[config.mk]
export PLATFORM = sky130hd
export DESIGN_NAME = ordered_tx_queue_phase_dequeue_core
export DESIGN_NICKNAME = d
export VERILOG_FILES = /design/src/otq_pkg.sv /design/src/otq_cmp.sv /design/src/otq_slot_ram.sv /design/src/otq_seq.sv /design/src/ordered_tx_queue_phase_dequeue_core.sv
export VERILOG_INCLUDE_DIRS = /design/src /design/src/src
export SDC_FILE = /design/constraint.sdc
export NUM_CORES = 1
export LEC_CHECK = 0
export BUFFER_PORTS_ARGS = -buffer_cell sky130_fd_sc_hd__buf_4
export CAP_MARGIN = 20
export CORE_AREA = 2 2 307 233
export CTS_CLUSTER_DIAMETER = 200
export DETAILED_ROUTE_END_ITERATION = 8
export DIE_AREA = 0 0 309 235
export GPL_TIMING_DRIVEN = 1
export PLACE_DENSITY_LB_ADDON = 0.25
export SKIP_CTS_REPAIR_TIMING = 1
export SLEW_MARGIN = 10
export SYNTH_ARGS = -nofsm -noshare
export SYNTH_HDL_FRONTEND = slang
export SYNTH_SLANG_ARGS = --single-unit
[constraint.sdc]
create_clock -name clk -period 3.19 [get_ports clk]
set_input_delay 0.4785 -clock clk [delete_from_list [all_inputs] [get_ports clk]]
set_output_delay 0.4785 -clock clk [all_outputs]
set_load 0.02 [all_outputs]
[src/ordered_tx_queue_phase_dequeue_core_assert.svh]
// assertion macros for the ordered transmit queue core
// expects clk and rst in the scope where the macros are used
`ifndef ORDERED_TX_QUEUE_PHASE_DEQUEUE_CORE_ASSERT_SVH
`define ORDERED_TX_QUEUE_PHASE_DEQUEUE_CORE_ASSERT_SVH

// same-cycle implication
`define OTQ_CHK_IMPL(lbl, ante, cons, msg) \
  lbl: assert property (@(posedge clk) disable iff (rst) (ante) |-> (cons)) else $error(msg);

// next-cycle implication
`define OTQ_CHK_NEXT(lbl, ante, cons, msg) \
  lbl: assert property (@(posedge clk) disable iff (rst) (ante) |=> (cons)) else $error(msg);

`endif

[src/otq_pkg.sv]
// shared types and codes for the ordered transmit queue
// no dependencies
`timescale 1ns / 1ps

package otq_pkg;

  localparam int ACT_W = 2;
  localparam int LID_W = 8;
  localparam int PH_W  = 2;
  localparam int STS_W = 2;
  localparam int THR_W = 6;

  localparam logic [THR_W-1:0] THR_RESET = 6'd32;

  localparam logic [ACT_W-1:0] ACT_ORD   = 2'd0;
  localparam logic [ACT_W-1:0] ACT_HEAD  = 2'd1;
  localparam logic [ACT_W-1:0] ACT_DEQ   = 2'd2;
  localparam logic [ACT_W-1:0] ACT_CLEAN = 2'd3;

  localparam logic [STS_W-1:0] ST_OK    = 2'd0;
  localparam logic [STS_W-1:0] ST_FULL  = 2'd1;
  localparam logic [STS_W-1:0] ST_EMPTY = 2'd2;

  localparam logic [PH_W-1:0] PH_NONE = 2'd0;

  typedef struct packed {
    logic lid_hit;
    logic phase_hit;
  } cmp_res_t;

  typedef struct packed {
    logic             idle;
    logic             done;
    logic [STS_W-1:0] status;
  } seq_stat_t;

endpackage

[src/otq_cmp.sv]
// shared compare unit: lid order test and phase match on one slot
// depends on otq_pkg
`timescale 1ns / 1ps

module otq_cmp import otq_pkg::*; (
  input  logic [LID_W-1:0] slot_lid,
  input  logic [PH_W-1:0]  slot_phase,
  input  logic [LID_W-1:0] key_lid,
  input  logic [PH_W-1:0]  key_phase,
  output cmp_res_t         res
);

  assign res.lid_hit   = (key_lid <= slot_lid);
  assign res.phase_hit = (key_phase == PH_NONE) || (slot_phase == PH_NONE) ||
                         (slot_phase == key_phase);

endmodule

[src/otq_slot_ram.sv]
// slot store: one write port, one registered read port
// no package dependencies
`timescale 1ns / 1ps

module otq_slot_ram #(
  parameter int DEPTH = 32,
  parameter int W     = 26,
  localparam int AW   = $clog2(DEPTH)
) (
  input  logic          clk,
  input  logic          we,
  input  logic [AW-1:0] waddr,
  input  logic [W-1:0]  wdata,
  input  logic [AW-1:0] raddr,
  output logic [W-1:0]  rdata
);

  logic [W-1:0] mem [DEPTH];

  always_ff @(posedge clk) begin
    if (we) begin
      mem[waddr] <= wdata;
    end
  end

  always_ff @(posedge clk) begin
    rdata <= mem[raddr];
  end

endmodule

[src/otq_seq.sv]
// sequencer: walks the slot store one entry at a time for scan, shift and search
// depends on otq_pkg and otq_cmp
`timescale 1ns / 1ps

module otq_seq import otq_pkg::*; #(
  parameter int CAPACITY = 32,
  parameter int TAG_BITS = 16,
  localparam int CNT_W   = $clog2(CAPACITY + 1),
  localparam int AW      = $clog2(CAPACITY),
  localparam int ENT_W   = TAG_BITS + LID_W + PH_W
) (
  input  logic                clk,
  input  logic                rst,
  input  logic                start,
  input  logic [ACT_W-1:0]    action,
  input  logic [TAG_BITS-1:0] new_tag,
  input  logic [LID_W-1:0]    new_lid,
  input  logic [PH_W-1:0]     new_phase,
  input  logic [PH_W-1:0]     req_phase,
  input  logic [THR_W-1:0]    thr,
  input  logic                take,
  output seq_stat_t           stat,
  output logic [TAG_BITS-1:0] res_tag,
  output logic [LID_W-1:0]    res_lid,
  output logic [PH_W-1:0]     res_phase,
  output logic [CNT_W-1:0]    fill,
  output logic                ram_we,
  output logic [AW-1:0]       ram_waddr,
  output logic [ENT_W-1:0]    ram_wdata,
  output logic [AW-1:0]       ram_raddr,
  input  logic [ENT_W-1:0]    ram_rdata
);

  localparam int CMP_W = (CNT_W > THR_W) ? CNT_W : THR_W;

  localparam logic [3:0] S_IDLE     = 4'd0;
  localparam logic [3:0] S_SCAN_RD  = 4'd1;
  localparam logic [3:0] S_SCAN_CHK = 4'd2;
  localparam logic [3:0] S_SHUP_RD  = 4'd3;
  localparam logic [3:0] S_SHUP_WR  = 4'd4;
  localparam logic [3:0] S_PUT      = 4'd5;
  localparam logic [3:0] S_FIND_RD  = 4'd6;
  localparam logic [3:0] S_FIND_CHK = 4'd7;
  localparam logic [3:0] S_SHDN_RD  = 4'd8;
  localparam logic [3:0] S_SHDN_WR  = 4'd9;
  localparam logic [3:0] S_DONE     = 4'd10;

  logic [3:0]          state;
  logic [CNT_W-1:0]    idx;
  logic [CNT_W-1:0]    pos;
  logic [TAG_BITS-1:0] tag_r;
  logic [LID_W-1:0]    lid_r;
  logic [PH_W-1:0]     phase_r;
  logic [PH_W-1:0]     req_r;
  logic [STS_W-1:0]    sts;

  logic [CNT_W-1:0]    idx_dec;
  logic [CNT_W-1:0]    idx_inc;
  logic [CNT_W-1:0]    fill_dec;
  logic                full_cap;
  logic                full_thr;
  logic [TAG_BITS-1:0] rd_tag;
  logic [LID_W-1:0]    rd_lid;
  logic [PH_W-1:0]     rd_phase;
  cmp_res_t            cmp;

  assign idx_dec  = idx - CNT_W'(1);
  assign idx_inc  = idx + CNT_W'(1);
  assign fill_dec = fill - CNT_W'(1);
  assign full_cap = (fill == CNT_W'(CAPACITY));
  assign full_thr = (CMP_W'(fill) >= CMP_W'(thr));

  assign rd_tag   = ram_rdata[ENT_W-1 -: TAG_BITS];
  assign rd_lid   = ram_rdata[PH_W +: LID_W];
  assign rd_phase = ram_rdata[PH_W-1:0];

  otq_cmp u_cmp (
    .slot_lid   (rd_lid),
    .slot_phase (rd_phase),
    .key_lid    (lid_r),
    .key_phase  (req_r),
    .res        (cmp)
  );

  // store port control
  always_comb begin
    ram_we    = 1'b0;
    ram_waddr = idx[AW-1:0];
    ram_wdata = ram_rdata;
    ram_raddr = idx[AW-1:0];
    unique case (state)
      S_SCAN_RD, S_SHUP_RD: ram_raddr = idx_dec[AW-1:0];
      S_SHDN_RD:            ram_raddr = idx_inc[AW-1:0];
      S_SHUP_WR, S_SHDN_WR: ram_we    = 1'b1;
      S_PUT: begin
        ram_we    = 1'b1;
        ram_waddr = pos[AW-1:0];
        ram_wdata = {tag_r, lid_r, phase_r};
      end
      default: ;
    endcase
  end

  always_ff @(posedge clk) begin
    if (rst) begin
      state <= S_IDLE;
      fill  <= '0;
    end else begin
      unique case (state)
        S_IDLE: begin
          if (start) begin
            tag_r     <= new_tag;
            lid_r     <= new_lid;
            phase_r   <= new_phase;
            req_r     <= req_phase;
            res_tag   <= '0;
            res_lid   <= '0;
            res_phase <= '0;
            sts       <= ST_OK;
            unique case (action)
              ACT_ORD: begin
                if (full_thr || full_cap) begin
                  sts   <= ST_FULL;
                  state <= S_DONE;
                end else if (fill == '0) begin
                  pos   <= '0;
                  state <= S_PUT;
                end else begin
                  idx   <= fill;
                  pos   <= fill;
                  state <= S_SCAN_RD;
                end
              end
              ACT_HEAD: begin
                if (full_cap) begin
                  sts   <= ST_FULL;
                  state <= S_DONE;
                end else begin
                  pos   <= '0;
                  idx   <= fill;
                  state <= (fill == '0) ? S_PUT : S_SHUP_RD;
                end
              end
              ACT_DEQ: begin
                if (fill == '0) begin
                  sts   <= ST_EMPTY;
                  state <= S_DONE;
                end else begin
                  idx   <= '0;
                  state <= S_FIND_RD;
                end
              end
              ACT_CLEAN: begin
                fill  <= '0;
                state <= S_DONE;
              end
              default: state <= S_IDLE;
            endcase
          end
        end
        S_SCAN_RD: state <= S_SCAN_CHK;
        S_SCAN_CHK: begin
          // first slot from the tail with lid at least the new one
          if (cmp.lid_hit) begin
            pos   <= idx_dec;
            idx   <= fill;
            state <= S_SHUP_RD;
          end else if (idx == CNT_W'(1)) begin
            state <= S_PUT;
          end else begin
            idx   <= idx_dec;
            state <= S_SCAN_RD;
          end
        end
        S_SHUP_RD: state <= S_SHUP_WR;
        S_SHUP_WR: begin
          if (idx_dec == pos) begin
            state <= S_PUT;
          end else begin
            idx   <= idx_dec;
            state <= S_SHUP_RD;
          end
        end
        S_PUT: begin
          fill  <= fill + CNT_W'(1);
          state <= S_DONE;
        end
        S_FIND_RD: state <= S_FIND_CHK;
        S_FIND_CHK: begin
          if (cmp.phase_hit) begin
            res_tag   <= rd_tag;
            res_lid   <= rd_lid;
            res_phase <= rd_phase;
            if (idx_inc < fill) begin
              state <= S_SHDN_RD;
            end else begin
              fill  <= fill_dec;
              state <= S_DONE;
            end
          end else if (idx_inc == fill) begin
            sts   <= ST_EMPTY;
            state <= S_DONE;
          end else begin
            idx   <= idx_inc;
            state <= S_FIND_RD;
          end
        end
        S_SHDN_RD: state <= S_SHDN_WR;
        S_SHDN_WR: begin
          idx <= idx_inc;
          if (idx_inc < fill_dec) begin
            state <= S_SHDN_RD;
          end else begin
            fill  <= fill_dec;
            state <= S_DONE;
          end
        end
        S_DONE: begin
          if (take) begin
            state <= S_IDLE;
          end
        end
        default: state <= S_IDLE;
      endcase
    end
  end

  assign stat.idle   = (state == S_IDLE);
  assign stat.done   = (state == S_DONE);
  assign stat.status = sts;

endmodule

[src/ordered_tx_queue_phase_dequeue_core.sv]
// top level of the ordered transmit queue with phase-filtered dequeue
// depends on otq_pkg, otq_slot_ram, otq_seq and the assertion macro header
`timescale 1ns / 1ps

// Holds up to CAPACITY entries (tag, lid, phase) in one single-port-read slot
// RAM, head at slot 0. One action is taken at a time: the input stalls from
// the accepting edge until the result beat has been placed in the output
// register. Every slot visit is a registered read, then a compare or write:
// ordered enqueue scans from the tail, then shifts up; head enqueue shifts
// up; dequeue searches from the head, then shifts down; clean and dropped
// actions finish with no slot visit. The output register lets the next beat
// be accepted while a result still waits downstream. No clearing pass after
// reset: the store is only read below the entry count.
module ordered_tx_queue_phase_dequeue_core import otq_pkg::*; #(
  parameter int CAPACITY = 32,
  parameter int TAG_BITS = 16,
  localparam int CNT_W   = $clog2(CAPACITY + 1),
  localparam int AW      = $clog2(CAPACITY),
  localparam int ENT_W   = TAG_BITS + LID_W + PH_W
) (
  input  logic                clk,
  input  logic                rst,
  input  logic                cfg_we,
  input  logic [THR_W-1:0]    cfg_data,
  input  logic                in_valid,
  output logic                in_stall,
  input  logic [ACT_W-1:0]    action,
  input  logic [TAG_BITS-1:0] new_tag,
  input  logic [LID_W-1:0]    new_lid,
  input  logic [PH_W-1:0]     new_phase,
  input  logic [PH_W-1:0]     req_phase,
  output logic                out_valid,
  input  logic                out_stall,
  output logic [STS_W-1:0]    status,
  output logic [TAG_BITS-1:0] out_tag,
  output logic [LID_W-1:0]    out_lid,
  output logic [PH_W-1:0]     out_phase,
  output logic [CNT_W-1:0]    entry_total
);

`include "ordered_tx_queue_phase_dequeue_core_assert.svh"

  logic [THR_W-1:0]    thr;
  seq_stat_t           stat;
  logic [TAG_BITS-1:0] res_tag;
  logic [LID_W-1:0]    res_lid;
  logic [PH_W-1:0]     res_phase;
  logic [CNT_W-1:0]    fill;
  logic                ram_we;
  logic [AW-1:0]       ram_waddr;
  logic [ENT_W-1:0]    ram_wdata;
  logic [AW-1:0]       ram_raddr;
  logic [ENT_W-1:0]    ram_rdata;
  logic                start;
  logic                load;

  assign in_stall = !stat.idle;
  assign start    = in_valid && !in_stall;
  // output slot free, or its beat leaves this cycle
  assign load     = stat.done && (!out_valid || !out_stall);

  always_ff @(posedge clk) begin
    if (rst) begin
      thr <= THR_RESET;
    end else if (cfg_we) begin
      thr <= cfg_data;
    end
  end

  otq_slot_ram #(
    .DEPTH (CAPACITY),
    .W     (ENT_W)
  ) u_ram (
    .clk   (clk),
    .we    (ram_we),
    .waddr (ram_waddr),
    .wdata (ram_wdata),
    .raddr (ram_raddr),
    .rdata (ram_rdata)
  );

  otq_seq #(
    .CAPACITY (CAPACITY),
    .TAG_BITS (TAG_BITS)
  ) u_seq (
    .clk       (clk),
    .rst       (rst),
    .start     (start),
    .action    (action),
    .new_tag   (new_tag),
    .new_lid   (new_lid),
    .new_phase (new_phase),
    .req_phase (req_phase),
    .thr       (thr),
    .take      (load),
    .stat      (stat),
    .res_tag   (res_tag),
    .res_lid   (res_lid),
    .res_phase (res_phase),
    .fill      (fill),
    .ram_we    (ram_we),
    .ram_waddr (ram_waddr),
    .ram_wdata (ram_wdata),
    .ram_raddr (ram_raddr),
    .ram_rdata (ram_rdata)
  );

  always_ff @(posedge clk) begin
    if (rst) begin
      out_valid <= 1'b0;
    end else if (load) begin
      out_valid <= 1'b1;
    end else if (!out_stall) begin
      out_valid <= 1'b0;
    end
  end

  always_ff @(posedge clk) begin
    if (load) begin
      status      <= stat.status;
      out_tag     <= res_tag;
      out_lid     <= res_lid;
      out_phase   <= res_phase;
      entry_total <= fill;
    end
  end

  `OTQ_CHK_NEXT(a_accept_busy, start, !stat.idle, "sequencer idle after an accepted beat")
  `OTQ_CHK_IMPL(a_fill_bound, 1'b1, fill <= CNT_W'(CAPACITY), "entry count above capacity")
  `OTQ_CHK_IMPL(a_fail_no_entry, out_valid && (status != ST_OK), (out_tag == '0) && (out_lid == '0) && (out_phase == '0), "entry fields set on a failed action")
  `OTQ_CHK_IMPL(a_result_source, $rose(out_valid), $past(stat.done), "result beat without a finished action")

endmodule

==> flow_summary.ini, run 1 <==
[detailed_routing]
wl_per_cell_um = 29.9
drtIter0Drc = 2953
viasPerCell = 6.33
vias = 20800
drc_errors = 0
ant_nets = 0
drt-pass1-iter-count = 6
drt_wl_total_mm = 98.1

[global_route]
track_usage_pct = 27.3
grt_max_degree = 47
grt_pass1_wl_mm = 141
overflow = 0
first_global_vias = 20400
antenna_found_initial = 2

[placed_design]
port_buffers = 76
placed_area_um2 = 42600
hpwl_mm = 57.1
dp_cells = 3079
place_congestion = 0.928

[floorplan]
dieArea_um2 = 72600
ios = 77
coreArea_um2 = 69600
start_util_pct = 55.8
die_y_um = 235
rows = 84
die_w_um = 309

[critical_path]
path_max_fanout = 12
endpoint_kind = register
cp_slowest_stage_delay_ns = 0.49
cp_common_cell = mux2i_1
worst_setup_path_start_kind = register
cp_slowest_cell = mux4_2
crit_arrival_ns = 3.60
critical_path_class = reg -> reg
path_cells = inv_1, ha_2, nor2_1, mux2i_1, o221a_4, buf_12, buf_6, buf_4, mux4_2, mux2i_1, a221oi_2
cp.required_ns = 3.70

[logic_synthesis]
yosys_register_bits = 977
synth_cell_types = 76
yosys.area.top_type_share_pct = 72.3
synth_seq_area_share_pct = 74.5
synth_area_leaders = edfxtp_1, mux4_2, dfxtp_1
synth_most_common_cell = edfxtp_1
synth_nets = 2030
ys.flop_type = edfxtp_1
synthCells = 1954
avgSynthCellArea_um2 = 19.9
yosysWarnings = 0
netlist_area_um2 = 38800
netlist_top_cells_count = edfxtp_1, mux4_2, nand2_1, nor2_1, mux2i_1
synth-edff-count = 934
yosys.area.top_type = edfxtp_1
async_reset_ff_share_pct = 0

[finish]
areaGrowthSynthToFinish_pct = 18.4
instances_no_fill = 3282
final_core_util_pct = 66.0
diodes = 0
layout-drive-gt1-share_pct = 32.8
stdcell_area_um2 = 45900
nets = 2340

[clock_network]
path_clk_slew_ns = 0.06
cts_sinks = 977
htreeDepth = 3
cts-buffers-inserted = 90
cts_tree = yes
cts_root_buffer = clkbuf_16
clockBufferDepth = 3
insertion_delay_ns = 0.66

[timing]
fin_setup_tns_ns = 0
whs_ns = 0.0466
slew_violations = 0
min_period_over_period_pct = 96.8
setup_viol = 0
period_needed_ns = 3.09
max_freq_ghz = 0.324
fin_skew_ns = 0.0220
hold_viol = 0
max-slew-margin-rel_pct = 47.3
rsz0062_at_grt = true
worst_pin_slew_ns = 0.787

[power_and_ir_drop]
powerDensity_nw_per_um2 = 937
power_leakage_nw = 15.3
irDropWorstVdd_uv = 635

[hold_path]
min_path_type = in -> reg

[status]
status = finished clean

[run]
drv_cap = 0
==> power breakdown <==
group	internal (mW)	total, mW	switching (mW)
logic	7.34	15.7	8.32
registers	16.4	16.8	0.388
clock network	5.98	10.6	4.63
total	29.7	43.1	13.3
==> per-layer routing <==
layer / vias to the layer above / part of all wire (%) / track usage (%)
met5: - / 0 / 0
met4: 0 / 2.1 / 6.24
met3: 155 / 11 / 6.39
met2: 1218 / 46 / 41.3
met1: 10800 / 40 / 40.9
li1: 8616 / - / -
==> flip-flops by register name, indices dropped and copies added (netlist names), 4 cells and up <==
signal	cells
u_seq.state	4
thr	6
u_seq.idx	6
u_seq.res_lid	8
u_seq.fill	6
entry_total	6
u_ram.mem	832
u_seq.lid_r	8
u_seq.res_tag	16
u_seq.tag_r	16
out_tag	16
out_lid	8
u_ram.rdata	26
u_seq.pos	6
==> kinds of logic (layout without fill, tap and decap cells) <==
group	Yosys count	count (layout)	share of synthesized area [%]
mux	323	323	15.0
buf+inv	130	512	1.78
compound gates	180	180	3.55
flops	977	977	74.5
simple gates	285	285	3.43
xor+xnor	24	24	0.581
fa+ha+maj	35	35	1.13
==> final cells by class <==
cell class	count	area (µm²)
tap	946	1180
timing repair buffer	314	3240
inverter	34	128
clock inverter	50	469
sequential	977	28900
multi-input combinational	847	9580
fill	4500	23600
clock buffer	114	2430
==> worst max-delay path, delay by kind of cell (launching register included) <==
| family | cells | cell delay [ns] |
|---|---|---|
| adders and majority gates | 1 | 0.35 |
| muxes | 3 | 1.09 |
| buffers and inverters | 4 | 0.61 |
| DFF | 1 | 0.46 |
| and+or+nand+nor | 1 | 0.05 |
| AOI/OAI and AO/OA | 2 | 0.37 |
==> cell usage in the layout (no fill, tap or decap), types with 8 or more instances in the layout <==
master	instances
a21o_1	8
a21oi_1	20
a221oi_2	19
a22oi_1	8
and2_1	21
buf_12	56
buf_4	222
clkbuf_1	16
clkbuf_16	93
clkinv_1	16
clkinv_2	19
dfxtp_1	43
dlygate4sd3_1	28
edfxtp_1	934
ha_1	32
inv_1	34
mux2_2	50
mux2i_1	69
mux4_2	202
nand2_1	112
nand3_1	16
nor2_1	39
nor2_4	37
nor3_1	13
o21ai_0	26
o22ai_1	27
xnor2_1	12
xor2_1	9
==> stage by stage <==
| step | power [mW] | setup slack (ns) |
|---|---|---|
| final | 43.1 | 0.102 |
| after global placement | 31.8 | 0.102 |
| after detailed placement | 32.1 | 0.0316 |
| after CTS | 42.7 | 0.0267 |
| after floorplan | 27.2 | -0.104 |
| after global routing | 44.7 | -0.0183 |
==> worst paths after layout <==
check	end	cells past startpoint	slack [ns]	startpoint
hold reg to reg	out_lid[6]	0	0.42	u_seq.res_lid[6]
setup / recovery	u_ram.rdata[7]	11	0.10	u_seq.idx[0]
setup reg to reg	u_ram.rdata[7]	11	0.10	u_seq.idx[0]
hold / removal	thr[5]	3	0.05	cfg_data[5]
No activity file was read; power rests on OpenSTA's default activity.
==> run 2, diff against run 1 <==
- PLACE_DENSITY: not set -> 0.75
- PLACE_DENSITY_LB_ADDON: 0.25 -> not set
==> flow_summary.ini, run 2 (synthesized netlist as in run 1, its figures left out) <==
[power_and_ir_drop]
powerDensity_nw_per_um2 = 945
power_leakage_nw = 15.5
switching_share_pct = 31.1
p_switching_mw = 13.6
irDropWorstVdd_uv = 587
p_total_mw = 43.9
p_seq_share_pct = 38.1
p_int_mw = 30.3
power_frac_comb_pct = 37.4
clockPowerShare_pct = 24.5

[placed_design]
port_buffers = 76
placed_area_um2 = 42700
dp_cells = 3105
hpwl_mm = 56.1
pre_cts_ws_ns = -0.163
place_congestion = 0.878

[critical_path]
critPathLaunch = u_seq.idx[0]
cp_slowest_stage_delay_ns = 0.46
cp_top_family = buffers and inverters
worst_setup_path_start_kind = register
cp_slowest_cell = edfxtp_1
critical_path_class = reg -> reg
endpoint_kind = register
crit_buf_inv = 4
path_cells = inv_1, ha_4, buf_4, and3b_1, o21ai_4, xnor2_4, buf_4, buf_12, mux4_2, mux2_2, o22ai_2, a221oi_1
cp.required_ns = 3.70
cp_common_cell = buf_4
path_max_fanout = 47
crit_arrival_ns = 3.63
rr_startpoint = u_seq.idx[0]

[detailed_routing]
drt-pass1-iter-count = 5
drt_wl_total_mm = 97.1
drc_errors = 0
ant_nets = 0
wl_per_cell_um = 29.2
drtIter0Drc = 2685
viasPerCell = 6.30
vias = 20900

[floorplan]
coreArea_um2 = 69600
dieArea_um2 = 72600
die_w_um = 309
start_util_pct = 55.8
die_y_um = 235
rows = 84
ios = 77

[finish]
final_core_util_pct = 66.7
regMostFlops = u_ram.mem
stdcell_area_um2 = 46400
top_regs = u_ram.mem x832, u_ram.rdata x26
mostFrequentLayoutCells = edfxtp_1, buf_4, mux4_2
layout_commonest_cell = edfxtp_1
layout-drive-gt1-share_pct = 34.5
areaGrowthSynthToFinish_pct = 19.7
instances_no_fill = 3320
nets = 2374
largest_register_ffs = 832

[clock_network]
cts-buffers-inserted = 88
insertion_delay_ns = 0.66
clockBufferDepth = 3
cts_sinks = 977
path_clk_slew_ns = 0.07
cts_tree = yes
cts_root_buffer = clkbuf_16
htreeDepth = 3

[global_route]
antenna_found_initial = 2
grt_max_degree = 48
grt_pass1_wl_mm = 140
track_usage_pct = 26.8
overflow = 0
first_global_vias = 20600

[timing]
period_needed_ns = 3.12
slew_violations = 0
worst_pin_slew_ns = 0.921
max_freq_ghz = 0.321
fin_skew_ns = 0.0308
worst_slack_ns = 0.0738
setup_viol = 0
rsz0062_at_grt = true
max-slew-margin-rel_pct = 38.6
min_period_over_period_pct = 97.7
hold_viol = 0

[run]
drv_cap = 0

[hold_path]
hold_path_startpoint = new_lid[5]
min_path_type = in -> reg

[status]
status = finished clean
run 2: changes by cell type in the layout (fill, tap and decap cells not counted), moves of 4 or more:
cell	before	now
clkinv_2	19	14
buf_6	2	7
clkinvlp_4	2	6
buf_4	222	254
o22ai_1	27	13
clkbuf_1	16	21
clkbuf_8	7	3
o22ai_2	5	17
run 2: layout make-up:
cell class | instances | area (µm²)
Antenna cell | 1 | 2.50
Clock buffer | 115 | 2400
Clock inverter | 50 | 548
Fill cell | 4342 | 23200
Inverter | 34 | 128
Multi-Input combinational cell | 847 | 9720
Sequential cell | 977 | 28900
Tap cell | 946 | 1180
Timing Repair Buffer | 350 | 3540
run 2: worst reg2reg max path, cell delays in order (launching register included):
cell	delay [ns]
edfxtp_1	0.46
inv_1	0.16
ha_4	0.16
buf_4	0.13
and3b_1	0.21
o21ai_4	0.10
xnor2_4	0.31
buf_4	0.18
buf_12	0.25
mux4_2	0.39
mux2_2	0.29
o22ai_2	0.25
a221oi_1	0.10
run 2: power groups by stage:
stage | logic [mW] | clock network [mW] | registers, mW
floorplan | 10.3 | 0 | 16.9
global placement | 14.9 | 0 | 17.0
detailed placement | 15.3 | 0 | 17.0
CTS | 15.4 | 10.9 | 16.7
global route | 17.4 | 11.4 | 16.8
finish | 16.4 | 10.7 | 16.7
run 2: worst paths after layout:
check / end / slack (ns) / cells after the start
worst max-delay path: u_ram.rdata[1] / 0.07 / 12
worst min register to register: out_tag[14] / 0.42 / 0
worst min-delay path: u_seq.lid_r[5] / 0.02 / 1
worst max register to register: u_ram.rdata[1] / 0.07 / 12
run 2: metrics by stage:
stage          hold WS [ns]  setup TNS (ns)
3_5_place_dp          0.405           -1.65
2_1_floorplan         0.400          -43.44
5_1_grt             0.00236         -0.0974
3_3_place_gp          0.401           -2.32
4_1_cts             -0.0314           -2.46
6_report             0.0201               0
run 2: metal layers:
layer	track usage (%)	up-vias	share of wire (%)
li1	-	8664	-
met1	38.9	10800	39
met2	41.6	1235	48
met3	6.14	185	11
met4	6.81	2	2.5
met5	0	-	0.013
